===== config.mk =====
export PLATFORM = sky130hd
export DESIGN_NAME = compact_term_operand_decoder_unit
export DESIGN_NICKNAME = d
export VERILOG_FILES = /design/src/design/ctod_pkg.sv /design/src/design/ctod_front.sv /design/src/design/ctod_queue.sv /design/src/design/ctod_back.sv /design/src/design/compact_term_operand_decoder_unit.sv
export SDC_FILE = /design/constraint.sdc
export NUM_CORES = 1
export LEC_CHECK = 0
export BUFFER_PORTS_ARGS = -buffer_cell sky130_fd_sc_hd__clkbuf_2
export CORE_ASPECT_RATIO = 0.5
export CORE_MARGIN = 2
export CORE_UTILIZATION = 40
export DETAILED_ROUTE_END_ITERATION = 7
export GPL_TIMING_DRIVEN = 1
export HOLD_SLACK_MARGIN = 0.03
export SLEW_MARGIN = 40
export SYNTH_ARGS = -nofsm -noshare
export SYNTH_HDL_FRONTEND = slang
export SYNTH_SLANG_ARGS = --single-unit

===== constraint.sdc =====
create_clock -name clock -period 5.05 [get_ports clock]
set_clock_uncertainty 0.05 [all_clocks]
set_input_delay 0 -clock clock [delete_from_list [all_inputs] [get_ports clock]]
set_output_delay 0 -clock clock [all_outputs]
set_load 0.02 [all_outputs]

===== src/design/ctod_pkg.sv =====
`timescale 1ns / 1ps

package ctod_pkg;

   // term kinds
   localparam logic [2:0] KIND_LITERAL   = 3'd0;
   localparam logic [2:0] KIND_INTEGER   = 3'd1;
   localparam logic [2:0] KIND_ATOM      = 3'd2;
   localparam logic [2:0] KIND_XREG      = 3'd3;
   localparam logic [2:0] KIND_YREG      = 3'd4;
   localparam logic [2:0] KIND_LABEL     = 3'd5;
   localparam logic [2:0] KIND_CHAR      = 3'd6;
   localparam logic [2:0] KIND_LIT_INDEX = 3'd7;

   // error codes
   localparam logic [3:0] ERR_NONE     = 4'd0;
   localparam logic [3:0] ERR_ATOM     = 4'd1;
   localparam logic [3:0] ERR_LABEL    = 4'd2;
   localparam logic [3:0] ERR_XREG     = 4'd3;
   localparam logic [3:0] ERR_YREG     = 4'd4;
   localparam logic [3:0] ERR_CHAR     = 4'd5;
   localparam logic [3:0] ERR_LITERAL  = 4'd6;
   localparam logic [3:0] ERR_OVERFLOW = 4'd7;
   localparam logic [3:0] ERR_UNSUP    = 4'd8;
   localparam logic [3:0] ERR_BAD_TAG  = 4'd9;

   // tag field values
   localparam logic [2:0] TAG_EXTENDED = 3'd7;
   localparam logic [3:0] EXT_LITERAL  = 4'd5;
   localparam logic [3:0] EXT_UNSUP_LO = 4'd1;
   localparam logic [3:0] EXT_UNSUP_HI = 4'd4;
   localparam logic [2:0] LEN_BIGINT   = 3'd7;

   localparam logic [62:0] CHAR_MAX = 63'd65535;

   // configuration register indexes
   localparam logic [2:0] CSR_ATOM_COUNT    = 3'd0;
   localparam logic [2:0] CSR_LABEL_COUNT   = 3'd1;
   localparam logic [2:0] CSR_LITERAL_COUNT = 3'd2;
   localparam logic [2:0] CSR_X_REG_LIMIT   = 3'd3;
   localparam logic [2:0] CSR_Y_REG_LIMIT   = 3'd4;

   typedef enum logic [2:0] {
      ST_FIRST,
      ST_LITFIRST,
      ST_SHORT,
      ST_MBFIRST,
      ST_MBREST,
      ST_MBOVF
   } phase_type;

   // operand handed from parser to checker
   typedef struct packed {
      logic [2:0]  kind;
      logic [62:0] value;
      logic [3:0]  err;
   } term_type;

   typedef struct packed {
      logic [15:0] atom_count;
      logic [15:0] label_count;
      logic [15:0] literal_count;
      logic [10:0] x_reg_limit;
      logic [10:0] y_reg_limit;
   } cfg_type;

endpackage


===== src/design/ctod_front.sv =====
`timescale 1ns / 1ps

module ctod_front import ctod_pkg::*; #(
   parameter int MAX_INT_BYTES = 8
) (
   input  logic       clock,
   input  logic       reset,
   input  logic       accept,
   input  logic [7:0] data_byte,
   output logic       push,
   output term_type   push_word
);

   localparam int ACC_W = 8 * MAX_INT_BYTES;
   localparam logic [3:0] MAX_BYTES = 4'(MAX_INT_BYTES);

   phase_type         state_ff, state_in;
   logic [2:0]        pending_kind_ff, pending_kind_in;
   logic [3:0]        bytes_left_ff, bytes_left_in;
   logic [ACC_W-1:0]  acc_ff, acc_in;

   logic              do_begin;
   logic [2:0]        begin_kind;
   logic [3:0]        count;
   logic [3:0]        left;
   logic              ovf;
   logic [ACC_W-1:0]  acc_shift;
   logic [63:0]       acc_wide;

   assign acc_shift = {acc_ff[ACC_W-9:0], data_byte};
   assign acc_wide  = 64'(acc_shift);
   assign count     = {1'b0, data_byte[7:5]} + 4'd2;
   assign left      = bytes_left_ff - 4'd1;
   assign ovf       = (state_ff == ST_MBOVF) || ((state_ff == ST_MBFIRST) && data_byte[7]);

   always_ff @(posedge clock) begin
      if (reset) begin
         state_ff        <= ST_FIRST;
         pending_kind_ff <= KIND_LITERAL;
         bytes_left_ff   <= 4'd0;
      end else begin
         state_ff        <= state_in;
         pending_kind_ff <= pending_kind_in;
         bytes_left_ff   <= bytes_left_in;
      end
   end

   always_ff @(posedge clock) begin
      acc_ff <= acc_in;
   end

   always_comb begin
      state_in        = state_ff;
      pending_kind_in = pending_kind_ff;
      bytes_left_in   = bytes_left_ff;
      acc_in          = acc_ff;
      push            = 1'b0;
      push_word.kind  = pending_kind_ff;
      push_word.value = '0;
      push_word.err   = ERR_NONE;
      do_begin        = 1'b0;
      begin_kind      = data_byte[2:0];

      if (accept) begin
         case (state_ff)
            ST_FIRST: begin
               if (data_byte[2:0] != TAG_EXTENDED) begin
                  do_begin = 1'b1;
               end else if (data_byte[7:4] >= EXT_UNSUP_LO && data_byte[7:4] <= EXT_UNSUP_HI) begin
                  push           = 1'b1;
                  push_word.kind = KIND_LITERAL;
                  push_word.err  = ERR_UNSUP;
               end else if (data_byte[7:4] == EXT_LITERAL) begin
                  pending_kind_in = KIND_LIT_INDEX;
                  state_in        = ST_LITFIRST;
               end else begin
                  push           = 1'b1;
                  push_word.kind = KIND_LITERAL;
                  push_word.err  = ERR_BAD_TAG;
               end
            end
            ST_LITFIRST: begin
               begin_kind = KIND_LIT_INDEX;
               if (data_byte[2:0] == TAG_EXTENDED) begin
                  push           = 1'b1;
                  push_word.kind = KIND_LIT_INDEX;
                  push_word.err  = ERR_BAD_TAG;
                  state_in       = ST_FIRST;
               end else begin
                  do_begin = 1'b1;
               end
            end
            ST_SHORT: begin
               push            = 1'b1;
               push_word.value = 63'({acc_ff[10:8], data_byte});
               state_in        = ST_FIRST;
            end
            ST_MBFIRST, ST_MBREST, ST_MBOVF: begin
               if (!ovf) begin
                  acc_in = acc_shift;
               end
               bytes_left_in = left;
               if (left == 4'd0) begin
                  push            = 1'b1;
                  push_word.err   = ovf ? ERR_OVERFLOW : ERR_NONE;
                  push_word.value = ovf ? 63'd0 : acc_wide[62:0];
                  state_in        = ST_FIRST;
               end else begin
                  state_in = ovf ? ST_MBOVF : ST_MBREST;
               end
            end
            default: begin
               state_in = ST_FIRST;
            end
         endcase

         // start of a value: inline, short or multi-byte form, or an unsupported big-integer length
         if (do_begin) begin
            pending_kind_in = begin_kind;
            push_word.kind  = begin_kind;
            state_in        = ST_FIRST;
            if (!data_byte[3]) begin
               push            = 1'b1;
               push_word.value = 63'(data_byte[7:4]);
            end else if (!data_byte[4]) begin
               acc_in   = ACC_W'({data_byte[7:5], 8'h00});
               state_in = ST_SHORT;
            end else if (data_byte[7:5] == LEN_BIGINT) begin
               push          = 1'b1;
               push_word.err = ERR_UNSUP;
            end else begin
               bytes_left_in = count;
               acc_in        = '0;
               state_in      = (count > MAX_BYTES) ? ST_MBOVF : ST_MBFIRST;
            end
         end
      end
   end

   a_mb_left: assert property (@(posedge clock) disable iff (reset)
      (state_ff == ST_MBFIRST || state_ff == ST_MBREST || state_ff == ST_MBOVF)
         |-> bytes_left_ff != 4'd0)
      else $error("multi-byte state with no bytes left");

   a_push_resync: assert property (@(posedge clock) disable iff (reset)
      push |=> state_ff == ST_FIRST)
      else $error("parser not back at first byte after a word");

   a_lit_kind: assert property (@(posedge clock) disable iff (reset)
      state_ff == ST_LITFIRST |-> pending_kind_ff == KIND_LIT_INDEX)
      else $error("literal tag without literal kind");

endmodule


===== src/design/ctod_queue.sv =====
`timescale 1ns / 1ps

module ctod_queue import ctod_pkg::*; (
   input  logic     clock,
   input  logic     reset,
   input  logic     push,
   input  term_type push_word,
   output logic     full,
   input  logic     pop,
   output logic     empty,
   output term_type pop_word
);

   term_type   mem_ff [2];
   logic       wr_ptr_ff, rd_ptr_ff;
   logic [1:0] count_ff;

   assign full     = (count_ff == 2'd2);
   assign empty    = (count_ff == 2'd0);
   assign pop_word = mem_ff[rd_ptr_ff];

   always_ff @(posedge clock) begin
      if (reset) begin
         wr_ptr_ff <= 1'b0;
         rd_ptr_ff <= 1'b0;
         count_ff  <= 2'd0;
      end else begin
         if (push) begin
            wr_ptr_ff <= ~wr_ptr_ff;
         end
         if (pop) begin
            rd_ptr_ff <= ~rd_ptr_ff;
         end
         count_ff <= count_ff + {1'b0, push} - {1'b0, pop};
      end
   end

   always_ff @(posedge clock) begin
      if (push) begin
         mem_ff[wr_ptr_ff] <= push_word;
      end
   end

   a_no_overrun: assert property (@(posedge clock) disable iff (reset)
      push |-> count_ff != 2'd2)
      else $error("push into full queue");

   a_no_underrun: assert property (@(posedge clock) disable iff (reset)
      pop |-> count_ff != 2'd0)
      else $error("pop from empty queue");

   a_count_range: assert property (@(posedge clock) disable iff (reset)
      count_ff != 2'd3)
      else $error("queue count out of range");

endmodule


===== src/design/ctod_back.sv =====
`timescale 1ns / 1ps

module ctod_back import ctod_pkg::*; (
   input  logic        clock,
   input  logic        reset,
   input  cfg_type     cfg,
   input  logic        empty,
   input  term_type    word,
   output logic        pop,
   output logic        rsp_valid,
   input  logic        rsp_ready,
   output logic [2:0]  rsp_kind,
   output logic [62:0] rsp_value,
   output logic        rsp_null,
   output logic [3:0]  rsp_err
);

   logic        valid_ff, valid_in;
   logic [2:0]  kind_ff;
   logic [62:0] value_ff, value_in;
   logic        null_ff, null_in;
   logic [3:0]  err_ff, err_in;
   logic        load;
   logic        is_zero;

   assign load    = !valid_ff || rsp_ready;
   assign pop     = load && !empty;
   assign is_zero = (word.value == 63'd0);

   always_comb begin
      err_in  = word.err;
      null_in = 1'b0;
      if (word.err == ERR_NONE) begin
         case (word.kind)
            KIND_ATOM: begin
               if (is_zero) null_in = 1'b1;
               else if (word.value > 63'(cfg.atom_count)) err_in = ERR_ATOM;
            end
            KIND_XREG: begin
               if (word.value >= 63'(cfg.x_reg_limit)) err_in = ERR_XREG;
            end
            KIND_YREG: begin
               if (word.value >= 63'(cfg.y_reg_limit)) err_in = ERR_YREG;
            end
            KIND_LABEL: begin
               if (is_zero) null_in = 1'b1;
               else if (word.value >= 63'(cfg.label_count)) err_in = ERR_LABEL;
            end
            KIND_CHAR: begin
               if (word.value > CHAR_MAX) err_in = ERR_CHAR;
            end
            KIND_LIT_INDEX: begin
               if (word.value >= 63'(cfg.literal_count)) err_in = ERR_LITERAL;
            end
            default: begin
            end
         endcase
      end
      value_in = (err_in == ERR_NONE) ? word.value : 63'd0;
      if (err_in != ERR_NONE) null_in = 1'b0;
      valid_in = load ? !empty : valid_ff;
   end

   always_ff @(posedge clock) begin
      if (reset) begin
         valid_ff <= 1'b0;
      end else begin
         valid_ff <= valid_in;
      end
   end

   always_ff @(posedge clock) begin
      if (pop) begin
         kind_ff  <= word.kind;
         value_ff <= value_in;
         null_ff  <= null_in;
         err_ff   <= err_in;
      end
   end

   assign rsp_valid = valid_ff;
   assign rsp_kind  = kind_ff;
   assign rsp_value = value_ff;
   assign rsp_null  = null_ff;
   assign rsp_err   = err_ff;

   a_err_clears: assert property (@(posedge clock) disable iff (reset)
      valid_ff && err_ff != ERR_NONE |-> value_ff == 63'd0 && !null_ff)
      else $error("error word carries value or null");

   a_null_kind: assert property (@(posedge clock) disable iff (reset)
      valid_ff && null_ff |-> (kind_ff == KIND_ATOM || kind_ff == KIND_LABEL)
         && value_ff == 63'd0)
      else $error("null flag on wrong kind");

   a_char_range: assert property (@(posedge clock) disable iff (reset)
      valid_ff && kind_ff == KIND_CHAR && err_ff == ERR_NONE |-> value_ff <= CHAR_MAX)
      else $error("character out of range passed");

endmodule


===== src/design/compact_term_operand_decoder_unit.sv =====
`timescale 1ns / 1ps

// Compact term operand decoder. Takes one stream byte per clock on req_ and
// returns one word on rsp_ for each completed operand (1, 2 or 3 to 9 bytes,
// one more behind an extended literal tag; bad or unsupported tags end after
// one or two bytes). Sustained rate is one byte per cycle while req_tready is
// high. The byte parser feeds a two-word queue, and the range checker drains
// it into the output register; req_tready drops only when that queue holds
// two words, which happens when rsp_tready stays low. After any error the
// next byte is decoded as the first byte of a new operand. Limits on csr_
// are to be written by the user only while the block is idle; the block
// itself does not enforce this. csr_ready is always high.

module compact_term_operand_decoder_unit import ctod_pkg::*; #(
   parameter int MAX_INT_BYTES = 8
) (
   input  logic        clock,
   input  logic        reset,
   input  logic        req_tvalid,
   output logic        req_tready,
   input  logic [7:0]  req_tdata,    // [7:0] data_byte
   output logic        rsp_tvalid,
   input  logic        rsp_tready,
   output logic [71:0] rsp_tdata,    // [62:0] term_value, [63] is_null,
                                     // [67:64] error_code, [71:68] zero
   output logic [2:0]  rsp_tuser,    // [2:0] term_kind
   input  logic        csr_valid,
   output logic        csr_ready,
   input  logic [2:0]  csr_index,
   input  logic [15:0] csr_data
);

   cfg_type     cfg_ff;
   logic        accept;
   logic        push, pop, full, empty;
   term_type    push_word, pop_word;
   logic [2:0]  kind;
   logic [62:0] value;
   logic        nul;
   logic [3:0]  err;

   assign csr_ready  = 1'b1;
   assign req_tready = !full;
   assign accept     = req_tvalid && req_tready;

   always_ff @(posedge clock) begin
      if (reset) begin
         cfg_ff.atom_count    <= 16'd0;
         cfg_ff.label_count   <= 16'd0;
         cfg_ff.literal_count <= 16'd0;
         cfg_ff.x_reg_limit   <= 11'd1024;
         cfg_ff.y_reg_limit   <= 11'd1024;
      end else if (csr_valid && csr_ready) begin
         case (csr_index)
            CSR_ATOM_COUNT:    cfg_ff.atom_count    <= csr_data;
            CSR_LABEL_COUNT:   cfg_ff.label_count   <= csr_data;
            CSR_LITERAL_COUNT: cfg_ff.literal_count <= csr_data;
            CSR_X_REG_LIMIT:   cfg_ff.x_reg_limit   <= csr_data[10:0];
            CSR_Y_REG_LIMIT:   cfg_ff.y_reg_limit   <= csr_data[10:0];
            default: begin
            end
         endcase
      end
   end

   ctod_front #(
      .MAX_INT_BYTES (MAX_INT_BYTES)
   ) u_front (
      .clock     (clock),
      .reset     (reset),
      .accept    (accept),
      .data_byte (req_tdata),
      .push      (push),
      .push_word (push_word)
   );

   ctod_queue u_queue (
      .clock     (clock),
      .reset     (reset),
      .push      (push),
      .push_word (push_word),
      .full      (full),
      .pop       (pop),
      .empty     (empty),
      .pop_word  (pop_word)
   );

   ctod_back u_back (
      .clock     (clock),
      .reset     (reset),
      .cfg       (cfg_ff),
      .empty     (empty),
      .word      (pop_word),
      .pop       (pop),
      .rsp_valid (rsp_tvalid),
      .rsp_ready (rsp_tready),
      .rsp_kind  (kind),
      .rsp_value (value),
      .rsp_null  (nul),
      .rsp_err   (err)
   );

   assign rsp_tdata = {4'd0, err, nul, value};
   assign rsp_tuser = kind;

endmodule

# Word-level counts from Yosys, hierarchy flattened
# Memories as Yosys holds them, arrays and structs flattened. A register that Yosys moved wholly into a read port is not among the register bits.
# Cells that the tools add are included.
# totals
mem_bits_rw	140
input_bits	32
elab_cells	169
n_memories	1
regBits	220
out_inout_bits	78
romBits	0
latch_bits	0
# op_classes
n_lt_le_gt_ge	9
bitwise	4
add_sub_neg	4
div_mod_pow	0
n_eq_ne	26
reduce_logical	29
mux	79
multipliers	0
n_shift	0
# mem_list
name	words	width	rd	rd_ports_with_merged_regs	wr	line	rtl
u_queue.mem_ff	2	70	1	1	1	ctod_queue.sv:14	term_type mem_ff [2];
# ops
cell	n
$mux W64	6
$mux W70	2
$ge A63 B11 Y1	2
$ge A63 B16 Y1	2
$mux W63	2
$pmux W63 S2	1
$mux W4	21
$mux W67	1
$gt A63 B16 Y1	1
$gt A63 B16 Y1 const B	1
$logic_not A63 Y1	1
$mux W3	21
$eq A3 B3 Y1 const B	9
$pmux W4 S6	1
$mux W1	19
$eq A3 B2 Y1 const B	6
$logic_not A4 Y1	3
$pmux W4 S3	1
$reduce_and A2 Y1	5
$reduce_and A5 Y1	2
$ne A3 B3 Y1 const B	3
$pmux W3 S3	1
$eq A3 B1 Y1 const B	2
$logic_not A3 Y1	2
23 further kinds	36

# Depth between registers and ports, before layout
# Gate-level depths: netlist (run 1).
# depth
depth_word	12
mapped_depth	15
ltp_nobuf	10

# Cells and area by module
# Synthesis (run 1) repeated with hierarchy kept, for this count alone.
# unflattened
cells_unflattened	1513
area_unflattened_um2	18492.7
# modules_own_cells
mod	area_per_inst_um2	seq_area_each_um2	cells_per_inst	instances
ctod_queue	5622.9	4304.1	239	1
ctod_back	5477.8	2152.1	527	1
ctod_front	4533.1	1851.8	486	1
compact_term_operand_decoder_unit	2859.0	1401.3	261	1

# Worst setup path before layout (run 1)
# OpenSTA, ideal clock, no wires.
# synth_timing
kind	register to register
start	register u_front.state_ff[0]
end	memory u_queue.mem_ff[0][0] (netlist name) (enable)
t_required_ps	4495
t_arrival_ps	4711
setup_time_ps	505
stages_incl_launch_ff	6
setup_slack_ps	-216
path_buffers	1
period_less_slack_ps	5266
cell_sequence	dfxtp_1 clkbuf_1 inv_1 or4_1 a31oi_1 nor2b_1
# synth_between
elab_chain_cells	10
elab_cells_between_ends	17
classes_between	eq/ne (5); mux (10); reduce/logical (2)
# synth_lines
item	line	rtl
start: declaration	ctod_front.sv:17	phase_type state_ff, state_in;
start signal: assignment	ctod_front.sv:42	state_ff <= state_in;
$eq A3 B3 Y1 / $eq A3 B2 Y1 (equally long branches)	ctod_front.sv:65	case (state_ff)
$reduce_or A3 Y1	ctod_front.sv:65	
$pmux W1 S4	ctod_front.sv:65	
$mux W1	ctod_front.sv:128	end else if (data_byte[7:5] == LEN_BIGINT) begin
$mux W1	ctod_front.sv:125	end else if (!data_byte[4]) begin
$mux W1	ctod_front.sv:122	if (!data_byte[3]) begin
$mux W1 *	ctod_front.sv:118	if (do_begin) begin
$mux W1 *	ctod_front.sv:64	if (accept) begin
net push	compact_term_operand_decoder_unit.sv:35	logic push, pop, full, empty;
$mux W1 *	ctod_queue.sv:39	if (push) begin
$mux W1 (not written as such) *	ctod_queue.sv:40	mem_ff[wr_ptr_ff] <= push_word;
end: declaration	ctod_queue.sv:14	
# Mark *: on every way through the listed nets, which the timed path passes. The rest lies on a longest branch. The select of a mux whose other input is x is not followed.

==> results of run 1 <==
what timing repair did:
| item | in CTS | in global routing |
|---|---|---|
| endpoints found under the hold margin | 108 | 0 |
| hold buffers | 37 | 0 |
| setup endpoints to repair | 0 | 0 |
sequential cells by signal, summed over array words and instances (netlist names), named ones only:
signal,count
cfg_ff,70
u_back.rsp_err,4
u_back.rsp_kind,3
u_back.rsp_null,1
u_back.rsp_valid,1
u_back.rsp_value,63
u_front.acc_ff,55
u_front.bytes_left_ff,4
u_front.pending_kind_ff,3
u_front.state_ff,3
u_queue.count_ff,2
u_queue.mem_ff,138
u_queue.rd_ptr_ff,1
u_queue.wr_ptr_ff,1
worst paths after layout:
path,end,depth (start not counted),slack [ns]
min reg2reg,cfg_ff[40],2,0.41
max reg2reg,u_back.rsp_value[32],11,1.01
min,u_front.state_ff[2],4,0.1
max,u_back.rsp_value[32],11,1.01
where the power goes:
group,switching (W),leakage (nW),internal (W)
Sequential,0.000295,3.12,0.00377
Combinational,0.00164,2.91,0.000780
Clock,0.00112,0.549,0.00157
stage by stage:
| stage | std cells | setup WS, ns | hold WS (ns) |
|---|---|---|---|
| 4_1_cts | 2203 | 1.04 | 0.0797 |
| 6_report | 2203 | 1.01 | 0.0967 |
| 2_1_floorplan | 1520 | 0.120 | 0.0711 |
| 5_1_grt | 2203 | 0.733 | 0.145 |
| 3_5_place_dp | 2104 | 1.07 | 0.218 |
| 3_3_place_gp | 2104 | 0.986 | 0.208 |
cells by family (layout without fill, tap and decap cells):
| kind of cell | count (synthesis) | count (layout) | share of synthesized area |
|---|---|---|---|
| other | 2 | 5 | 0.000447 |
| buffers and inverters | 166 | 299 | 0.0433 |
| DFF | 350 | 350 | 0.575 |
| and+or+nand+nor | 590 | 590 | 0.186 |
| muxes | 71 | 71 | 0.0440 |
| xor gates and xnor gates | 6 | 6 | 0.00313 |
| AOI/OAI and AO/OA | 253 | 253 | 0.0901 |
| adders and majority gates | 79 | 79 | 0.0589 |
synth_stat cells (24+ instances only):
master	number	area (sq um)
edfxtp_1	264	7930
inv_1	80	300
a21oi_1	154	771
nor3_1	25	125
nand2_1	291	1090
dfxtp_1	86	1720
nor2_1	59	221
and2_1	58	363
ha_1	79	988
nor4_1	24	150
nor4_2	42	526
mux2i_1	51	510
clkbuf_1	61	229
routing by layer:
metal / part of all wire / up-vias
met5: 0 / -
met4: 0.021 / 0
li1: - / 5654
met2: 0.47 / 291
met1: 0.46 / 5691
met3: 0.050 / 55
critical path: stages, from the launching register on:
cell and delay, ns:
dfxtp_4 0.76, mux2i_2 0.61, ha_1 0.34, nand2b_1 0.14, a31oi_1 0.24, o21ai_0 0.22
a21oi_1 0.25, o21ai_0 0.14, a32oi_1 0.29, a311oi_4 0.16, buf_12 0.24, nor4_2 0.33
cell type report:
cell class / count / area share
Sequential cell: 350 / 0.500
Multi-Input combinational cell: 1004 / 0.336
Timing Repair Buffer: 156 / 0.0536
Clock buffer: 50 / 0.0488
Tap cell: 550 / 0.0356
Inverter: 81 / 0.0157
Clock inverter: 12 / 0.0107
==> out/qor.txt, run 1 <==
status: complete, no violations
GRT Util Overall: 0.191
Req. time, crit path: 5.35 ns
Die Area: 0.0437 sq mm
relative slew slack: 0.464
WL/cell: 19.1 um
final core utilization: 0.463
clk root buf: clkbuf_16
asr flop ratio synth: 0
routability cong.: 0.896
CTS Sinks: 350
Final Hold Viols: 0
min-delay src: req_tvalid
final instance area: 0.0193 sq mm
DIE WIDTH: 294 um
hold crit path type: input port to flip-flop
leakage power: 6.57 nW
Clock Latency Late Sink: 0.54 ns
crit end category: flip-flop
Fillers: 3769
fin crit share: 0.800
Resized cells post-CTS: 0
Nets: 1738
CP Launch Type: flip-flop
area occupied by multi-input gates: 0.00649 sq mm
total gr overflow: 0
H-tree depth: 2
area delta synth->final: 15.0%
Mean Syn Cell Area: 11.1 sq um
Most Used Layer, Global Route: met2
largest net degree at the start of global routing: 87
Worst Path Arrival: 4.34 ns
Mapped Area: 0.0168 sq mm
main flop type after synthesis: edfxtp_1
unrepaired setup endpoints after global routing: no
first-pass GRT wire length: 65100 um
initial antenna violation count: 0
Setup Fix Bufs, Post-CTS: 0
routed vias/inst: 5.31
Post-DP Area: 0.0178 sq mm
Worst-Margin Slew: 0.804 ns
row cnt: 53
met2 Track Usage GR: 0.314
# setup viols final: 0
post-synthesis register bit count: 350
maximum clock path buffer count: 3
most frequent cells in the layout: nand2_1 (291), edfxtp_1 (264), a21oi_1 (154)
routed vias: 11.7k
Routed Antenna Nets: 0
register area: 0.00965 sq mm
ANT cells: 0
Pwr Density: 475 mW/mm^2
M1 GR Usage: 0.265
vias in the first global route: 11.4k
critical path class: flip-flop to flip-flop
crit path max fanout: 64
fmax: 248 MHz
clk slew on worst S/H paths: 0.07 ns
Setup TNS Final: 0 ns
CORE AREA: 0.0417 sq mm
met3 GRT Util: 0.0285
WL final: 42000 um
Post-Synthesis Cells: 1517
initial DRC count: 945
Slew Limit Fails: 0
Port Buffers: 104
total power: 0.00917 W
DR pass1 iterations: 5
Seq/Total Area, Yosys: 0.575
number of synthesized flops with an enable pin: 264
share of layout cells above drive strength 1: 0.155
CTS tree: done
commonest non-fill, non-tap cell in the layout: nand2_1
chip height: 149 um
Initial Util: 0.403
Peak VDD IR: 222 uV
Min Clock Period, post-route: 4.04 ns
warnings from Yosys: 0
Distinct cells, synth: 64
number of max-cap violations: 0
hpwl dp: 28100 um
Remaining DRCs: 0
CTS Buf Count: 34
Top Ports: 110
Power figures use the tool's default switching activity.
==> inputs of run 2 (changes only) <==
- clock period: 5.05 -> 3.44 ns (I/O delays scaled with it)
==> run 2 against run 1 <==
  * Global-route usage down 0.32 points
  * Routed wire length up 1.3%
  * Power up 51%
  * Sequential cell count unchanged
  * Utilization up 2.5 points
  * Critical path type unchanged
  * Register-to-register slack worse by 1.0 ns
  * Sequential power up 45%
  * Combinational power up 74%
  * Non-clock buffer count up 70
  * Sequential share of layout area down 2.5 points
  * Count of clock-buffer cells in the layout down 4
  * Via count up 2.2%
==> out/qor.txt, run 2 (same netlist as run 1, synthesis figures left out) <==
status: complete, no violations
Slew Limit Fails: 0 (unchanged)
Top Ports: 110 (unchanged)
final instance area: 0.0203 sq mm (+5.3%)
Post-DP Area: 0.0184 sq mm (+3.3%)
Clock Latency Late Sink: 0.53 ns (about the same)
number of max-cap violations: 0 (unchanged)
initial antenna violation count: 0 (unchanged)
unrepaired setup endpoints after global routing: yes
Final Hold Viols: 0 (unchanged)
clk root buf: clkbuf_16
most frequent cells in the layout: nand2_1 (291), edfxtp_1 (264), a21oi_1 (151)
r2r endpoint: u_back.rsp_value[41]
CP Launch Type: flip-flop
Die Area: 0.0437 sq mm (unchanged)
Worst-Margin Slew: 0.833 ns (+0.0291 ns)
fmax: 291 MHz (+18%)
Req. time, crit path: 3.74 ns (-1.61 ns)
r2r startpoint: u_queue.mem_ff[0][30]
initial DRC count: 886 (-6.2%)
Min Clock Period, post-route: 3.44 ns (-0.602 ns)
max reg flops: 138 (unchanged)
first-pass GRT wire length: 64600 um (-0.77%)
CORE AREA: 0.0417 sq mm (unchanged)
crit path max fanout: 8 (-88%)
Nets: 1810 (+4.1%)
share of layout cells above drive strength 1: 0.212 (+0.0572)
R2R depth: 13 (+2)
maximum clock path buffer count: 3 (unchanged)
hpwl dp: 28900 um (+2.7%)
chip height: 149 um (unchanged)
hold crit path type: input port to flip-flop
routed vias/inst: 5.25 (-1.1%)
leakage power: 7.05 nW (+7.2%)
Setup TNS Final: 0 ns (unchanged)
relative slew slack: 0.445 (-0.0194)
Pwr Density: 681 mW/mm^2 (+43%)
Routed Antenna Nets: 0 (unchanged)
Port Buffers: 104 (unchanged)
clk slew on worst S/H paths: 0.07 ns (about the same)
commonest non-fill, non-tap cell in the layout: nand2_1
largest net degree at the start of global routing: 66 (-24%)
CTS tree: done
total power: 0.0139 W (+51%)
routed vias: 12.0k (+2.2%)
fin crit share: 0.999 (+0.199)
WL/cell: 18.7 um (-2.0%)
total gr overflow: 0 (unchanged)
Remaining DRCs: 0 (unchanged)
routability cong.: 0.875 (-2.3%)
DR pass1 iterations: 5 (unchanged)
WL final: 42500 um (+1.3%)
CTS Sinks: 350 (unchanged)
CTS Buf Count: 36 (+5.9%)
vias in the first global route: 11.6k (+1.8%)
Initial Util: 0.403 (unchanged)
min-delay src: csr_valid
area delta synth->final: 21.2%
Peak VDD IR: 361 uV (+62%)
row cnt: 53 (unchanged)
ANT cells: 0 (unchanged)
largest reg by FF count: u_queue.mem_ff
# setup viols final: 0 (unchanged)
worst hold path depth: 4 (unchanged)
DIE WIDTH: 294 um (unchanged)
critical path class: flip-flop to flip-flop
Worst Path Arrival: 3.73 ns (-0.61 ns)
crit end category: flip-flop
GRT Util Overall: 0.188 (-0.00320)
reg2reg setup slack: 0.003 ns (-1.01 ns)
worst-case hold path end point: cfg_ff[5]
H-tree depth: 2 (unchanged)
[run 2: worst max path at each step]
| stage | from | to | depth (start not counted) |
|---|---|---|---|
| 2_1_floorplan | flip-flop | u_back.rsp_value[61] | 15 |
| 3_3_place_gp | flip-flop | u_back.rsp_value[62] | 13 |
| 3_5_place_dp | flip-flop | u_back.rsp_value[41] | 12 |
| 4_1_cts | flip-flop | u_back.rsp_value[41] | 14 |
| 5_1_grt | flip-flop | u_back.rsp_value[20] | 14 |
| 6_report | u_queue.mem_ff[0][30] | u_back.rsp_value[41] | 13 |
[run 2: layer usage]
layer | track usage | vias to the layer above | routed length, um | part of all wire
met3 | 0.0241 | 57 | 1600 | 0.038
met1 | 0.256 | 5856 | 19600 | 0.46
met5 | 0 | - | 0 | 0
met4 | 0.0469 | 0 | 770 | 0.018
li1 | - | 5798 | - | -
met2 | 0.320 | 239 | 20500 | 0.48
[run 2: area by class of cell]
type	instances	area, sq um
clock buffer	46	958
clock inverter	19	145
fill	3738	21400
inverter	81	304
multi-input combinational	1004	6820
sequential	350	9650
tap	550	688
timing repair buffer	226	1780
[run 2: repair_timing]
action,in CTS,in global routing
endpoints found under the hold margin,103,0
setup endpoints to repair,64,64
hold buffers,34,0
gates resized for setup,7,40
pin swaps,2,11
gates cloned,0,5
setup buffers,4,6
[run 2: stage by stage]
step | cells | setup WS (ns) | utilization | hold WS [ns]
final | 2276 | 0.00289 | 0.488 | 0.0557
after global routing | 2276 | -0.128 | 0.488 | 0.101
after CTS | 2265 | 0.0744 | 0.477 | 0.0477
after detailed placement | 2162 | -0.131 | 0.441 | 0.221
after global placement | 2161 | -0.162 | 0.440 | 0.215
after floorplan | 1520 | -0.00397 | - | 0.0711
[run 2: worst max-delay path, stage by stage, from the launching register on]
cell,delay (ns)
edfxtp_1,0.39
nor4_1,0.44
nand4_1,0.14
buf_4,0.18
a211oi_4,0.35
and3_1,0.23
buf_4,0.13
nand4_1,0.25
o21ai_2,0.25
a311oi_4,0.11
buf_6,0.16
buf_12,0.15
clkbuf_16,0.17
nor4_2,0.25
[run 2: power breakdown]
part / internal, W / total [W] / switching (W)
registers: 0.00552 / 0.00589 / 0.000364
clock network: 0.00207 / 0.00374 / 0.00167
logic: 0.00157 / 0.00422 / 0.00265
total: 0.00916 / 0.0139 / 0.00469
==> inputs of run 3 (changes only) <==
- SYNTH_HIERARCHICAL: unset -> 1
==> run 3 against run 2 <==
  * Area after synthesis is 10% higher
  * Power grew 8.1%
  * Sequential share of layout area down 3.1 points
  * Highest routed layer unchanged
  * Final cell count rose by 1.4%
  * Largest power group unchanged
  * Global-route usage down 0.31 points
  * Register-to-register slack better by 0.07 ns
  * Sequential cell count is 2 higher
  * Synthesized cell count down 0.26%
  * Utilization shrank 0.60 points
  * Clock power about the same
==> out/qor.txt, run 3 <==
area delta synth->final: 18.3%
commonest non-fill, non-tap cell in the layout: edfxtp_1
most frequent cell after synthesis: edfxtp_1
H-tree depth: 2 (unchanged)
compound-gate portion of the synthesized area: 0.0657 (-0.0244)
Die Area: 0.0481 sq mm (+9.9%)
Crit-path slowest cell: dfxtp_4
ANT cells: 0 (unchanged)
maximum clock path buffer count: 3 (unchanged)
critical path class: flip-flop to flip-flop
DR pass1 iterations: 5 (unchanged)
asr flop ratio synth: 0 (unchanged)
commonest cells in the netlist: edfxtp_1 (266), inv_1 (145), nand2_1 (139)
Worst path max stage delay: 0.36 ns (-0.08 ns)
fmax: 297 MHz (+2.0%)
CP most frequent cell: buf_4
number of max-cap violations: 0 (unchanged)
Post-Synthesis Cells: 1513 (-0.26%)
area occupied by multi-input gates: 0.00786 sq mm (+15%)
Peak VDD IR: 312 uV (-14%)
Port Buffers: 104 (unchanged)
WL final: 45500 um (+6.9%)
Synth Area in Adders: 0.0521 (-0.00676)
initial DRC count: 1005 (+13%)
Final Hold Viols: 0 (unchanged)
top cell type's share of synthesized area: 0.432 (-0.0401)
DIE WIDTH: 308 um (+4.9%)
Remaining DRCs: 0 (unchanged)
DP Worst Slack: -0.0304 ns (+0.100 ns)
main flop type after synthesis: edfxtp_1
Clock Latency Late Sink: 0.54 ns (about the same)
Initial Util: 0.407 (+0.00452)
routed vias: 12.1k (+1.5%)
vias in the first global route: 12.0k (+3.6%)
relative slew slack: 0.494 (+0.0488)
Routed Antenna Nets: 0 (unchanged)
final instance area: 0.0219 sq mm (+7.5%)
Req. time, crit path: 3.75 ns (about the same)
routed vias/inst: 5.26 (+0.12%)
leading area contributor after synthesis: edfxtp_1
Buf+Inv Stages, Crit Path: 6 (+1)
total power: 0.0150 W (+8.1%)
post-synthesis register bit count: 352 (+0.57%)
Slew Limit Fails: 0 (unchanged)
critical path, cell by cell: buf_12 > buf_4 > mux2_4 > buf_4 > ha_1 > a21oi_1 > o21ai_1 > a21oi_1 > o31ai_1 > buf_4 > o311ai_4 > o211ai_4 > buf_8 > clkbuf_16 > nor4_2
routability cong.: 0.881 (+0.64%)
Post-Synth XOR/XNOR Area: 0.00217 (-0.000964)
# setup viols final: 0 (unchanged)
largest family of logic cells by synthesized area: simple AND/OR/NAND/NOR gates
initial antenna violation count: 0 (unchanged)
Seq/Total Area, Yosys: 0.525 (-0.0495)
first-pass GRT wire length: 69000 um (+6.8%)
CTS tree: done
share of layout cells above drive strength 1: 0.285 (+0.0733)
post-synthesis mux area share: 0.0963 (+0.0524)
Top Ports: 110 (unchanged)
Final WS setup: 0.0692 ns (+0.0664 ns)
GRT Util Overall: 0.185 (-0.00310)
clk slew on worst S/H paths: 0.06 ns (about the same)
leakage power: 8.29 nW (+18%)
largest net degree at the start of global routing: 73 (+11%)
Mean Syn Cell Area: 12.2 sq um (+10%)
crit end category: flip-flop
Mapped Area: 0.0185 sq mm (+10%)
reg2reg setup slack: 0.07 ns (+0.07 ns)
number of synthesized flops with an enable pin: 266 (+0.76%)
Worst-Margin Slew: 0.760 ns (-0.0732 ns)
CTS Buf Count: 35 (-2.8%)
Pwr Density: 685 mW/mm^2 (+0.55%)
Post-DP Area: 0.0198 sq mm (+8.0%)
synth top area cells: edfxtp_1 (43%), dfxtp_1 (9.3%), mux2_4 (5.7%)
warnings from Yosys: 6 (+6)
row cnt: 55 (+3.8%)
status: complete, no violations
Min Clock Period, post-route: 3.37 ns (-0.0664 ns)
Crit path max-delay family: compound AO/OA/AOI/OAI gates
Worst Path Arrival: 3.68 ns (-0.05 ns)
register area: 0.00971 sq mm (+0.62%)
largest reg by FF count: u_queue/mem_ff
Nets: 1794 (-0.88%)
hold crit path type: input port to flip-flop
Synth Area in Simple Gates: 0.190 (+0.00467)
WL/cell: 19.7 um (+5.4%)
total gr overflow: 0 (unchanged)
CP Launch Type: flip-flop
chip height: 156 um (+4.8%)
Setup TNS Final: 0 ns (unchanged)
CORE AREA: 0.0454 sq mm (+8.9%)
clk root buf: clkbuf_16
Fillers: 4078 (+9.1%)
crit path max fanout: 5 (-3)
Distinct cells, synth: 73 (+14%)
fin crit share: 0.980 (-0.0193)
final core utilization: 0.482 (-0.00604)
most frequent cells in the layout: edfxtp_1 (266), inv_1 (143), nand2_1 (136)
max reg flops: 140 (+1.4%)
CTS Sinks: 352 (+0.57%)
hpwl dp: 30200 um (+4.7%)
==> run 3: worst paths after layout <==
path / from / end / depth (start not counted)
setup / recovery: flip-flop / u_back/rsp_value[25] / 15
hold / removal: csr_data[11] / cfg_ff[65] / 4
setup reg to reg: flip-flop / u_back/rsp_value[25] / 15
hold reg to reg: cfg_ff[49] / cfg_ff[49] / 2
==> run 3: layout make-up <==
class | count | share of cell area
timing repair buffer | 228 | 0.0878
sequential | 352 | 0.444
tap | 598 | 0.0342
inverter | 145 | 0.0250
clock inverter | 16 | 0.00692
multi-input combinational | 923 | 0.359
clock buffer | 46 | 0.0428
==> run 3: logic make-up after synthesis <==
group / Yosys count
buf+inv: 241
mux: 143
xor+xnor: 3
compound gates: 190
other cells: 2
simple gates: 505
flops: 352
fa+ha+maj: 77
==> run 3: timing repair <==
item,4_1_cts,5_1_grt
resized for setup,2,39
hold endpoints to repair,106,4
cloned,1,6
buffers inserted,2,22
hold buffers,30,1
pin swaps,1,11
endpoints found under the setup margin,39,63
==> run 3: metrics by stage <==
stage / hold WS (ns) / cells
floorplan: 0.0191 / 1516
global placement: 0.247 / 2182
detailed placement: 0.272 / 2184
CTS: 0.127 / 2279
global route: 0.292 / 2308
finish: 0.287 / 2308
==> run 3: worst min-delay path, delay by kind of cell <==
kind | cells | cell delay [ns]
buffers and inverters | 2 | 0.62
muxes | 1 | 0.12
and+or+nand+nor | 1 | 0.08
==> run 3: where the power goes <==
part	total, W	switching [W]	internal, W
sequential	0.00586	0.000360	0.00550
clock	0.00373	0.00165	0.00209
combinational	0.00539	0.00320	0.00219
total	0.0150	0.00521	0.00977
==> run 3: metal layers <==
layer / wire (um) / track usage / vias up
li1: - / - / 5792
met1: 20900 / 0.257 / 6014
met3: 2330 / 0.0288 / 64
met4: 996 / 0.0474 / 0
met5: 0 / 0 / -
met2: 21200 / 0.303 / 263
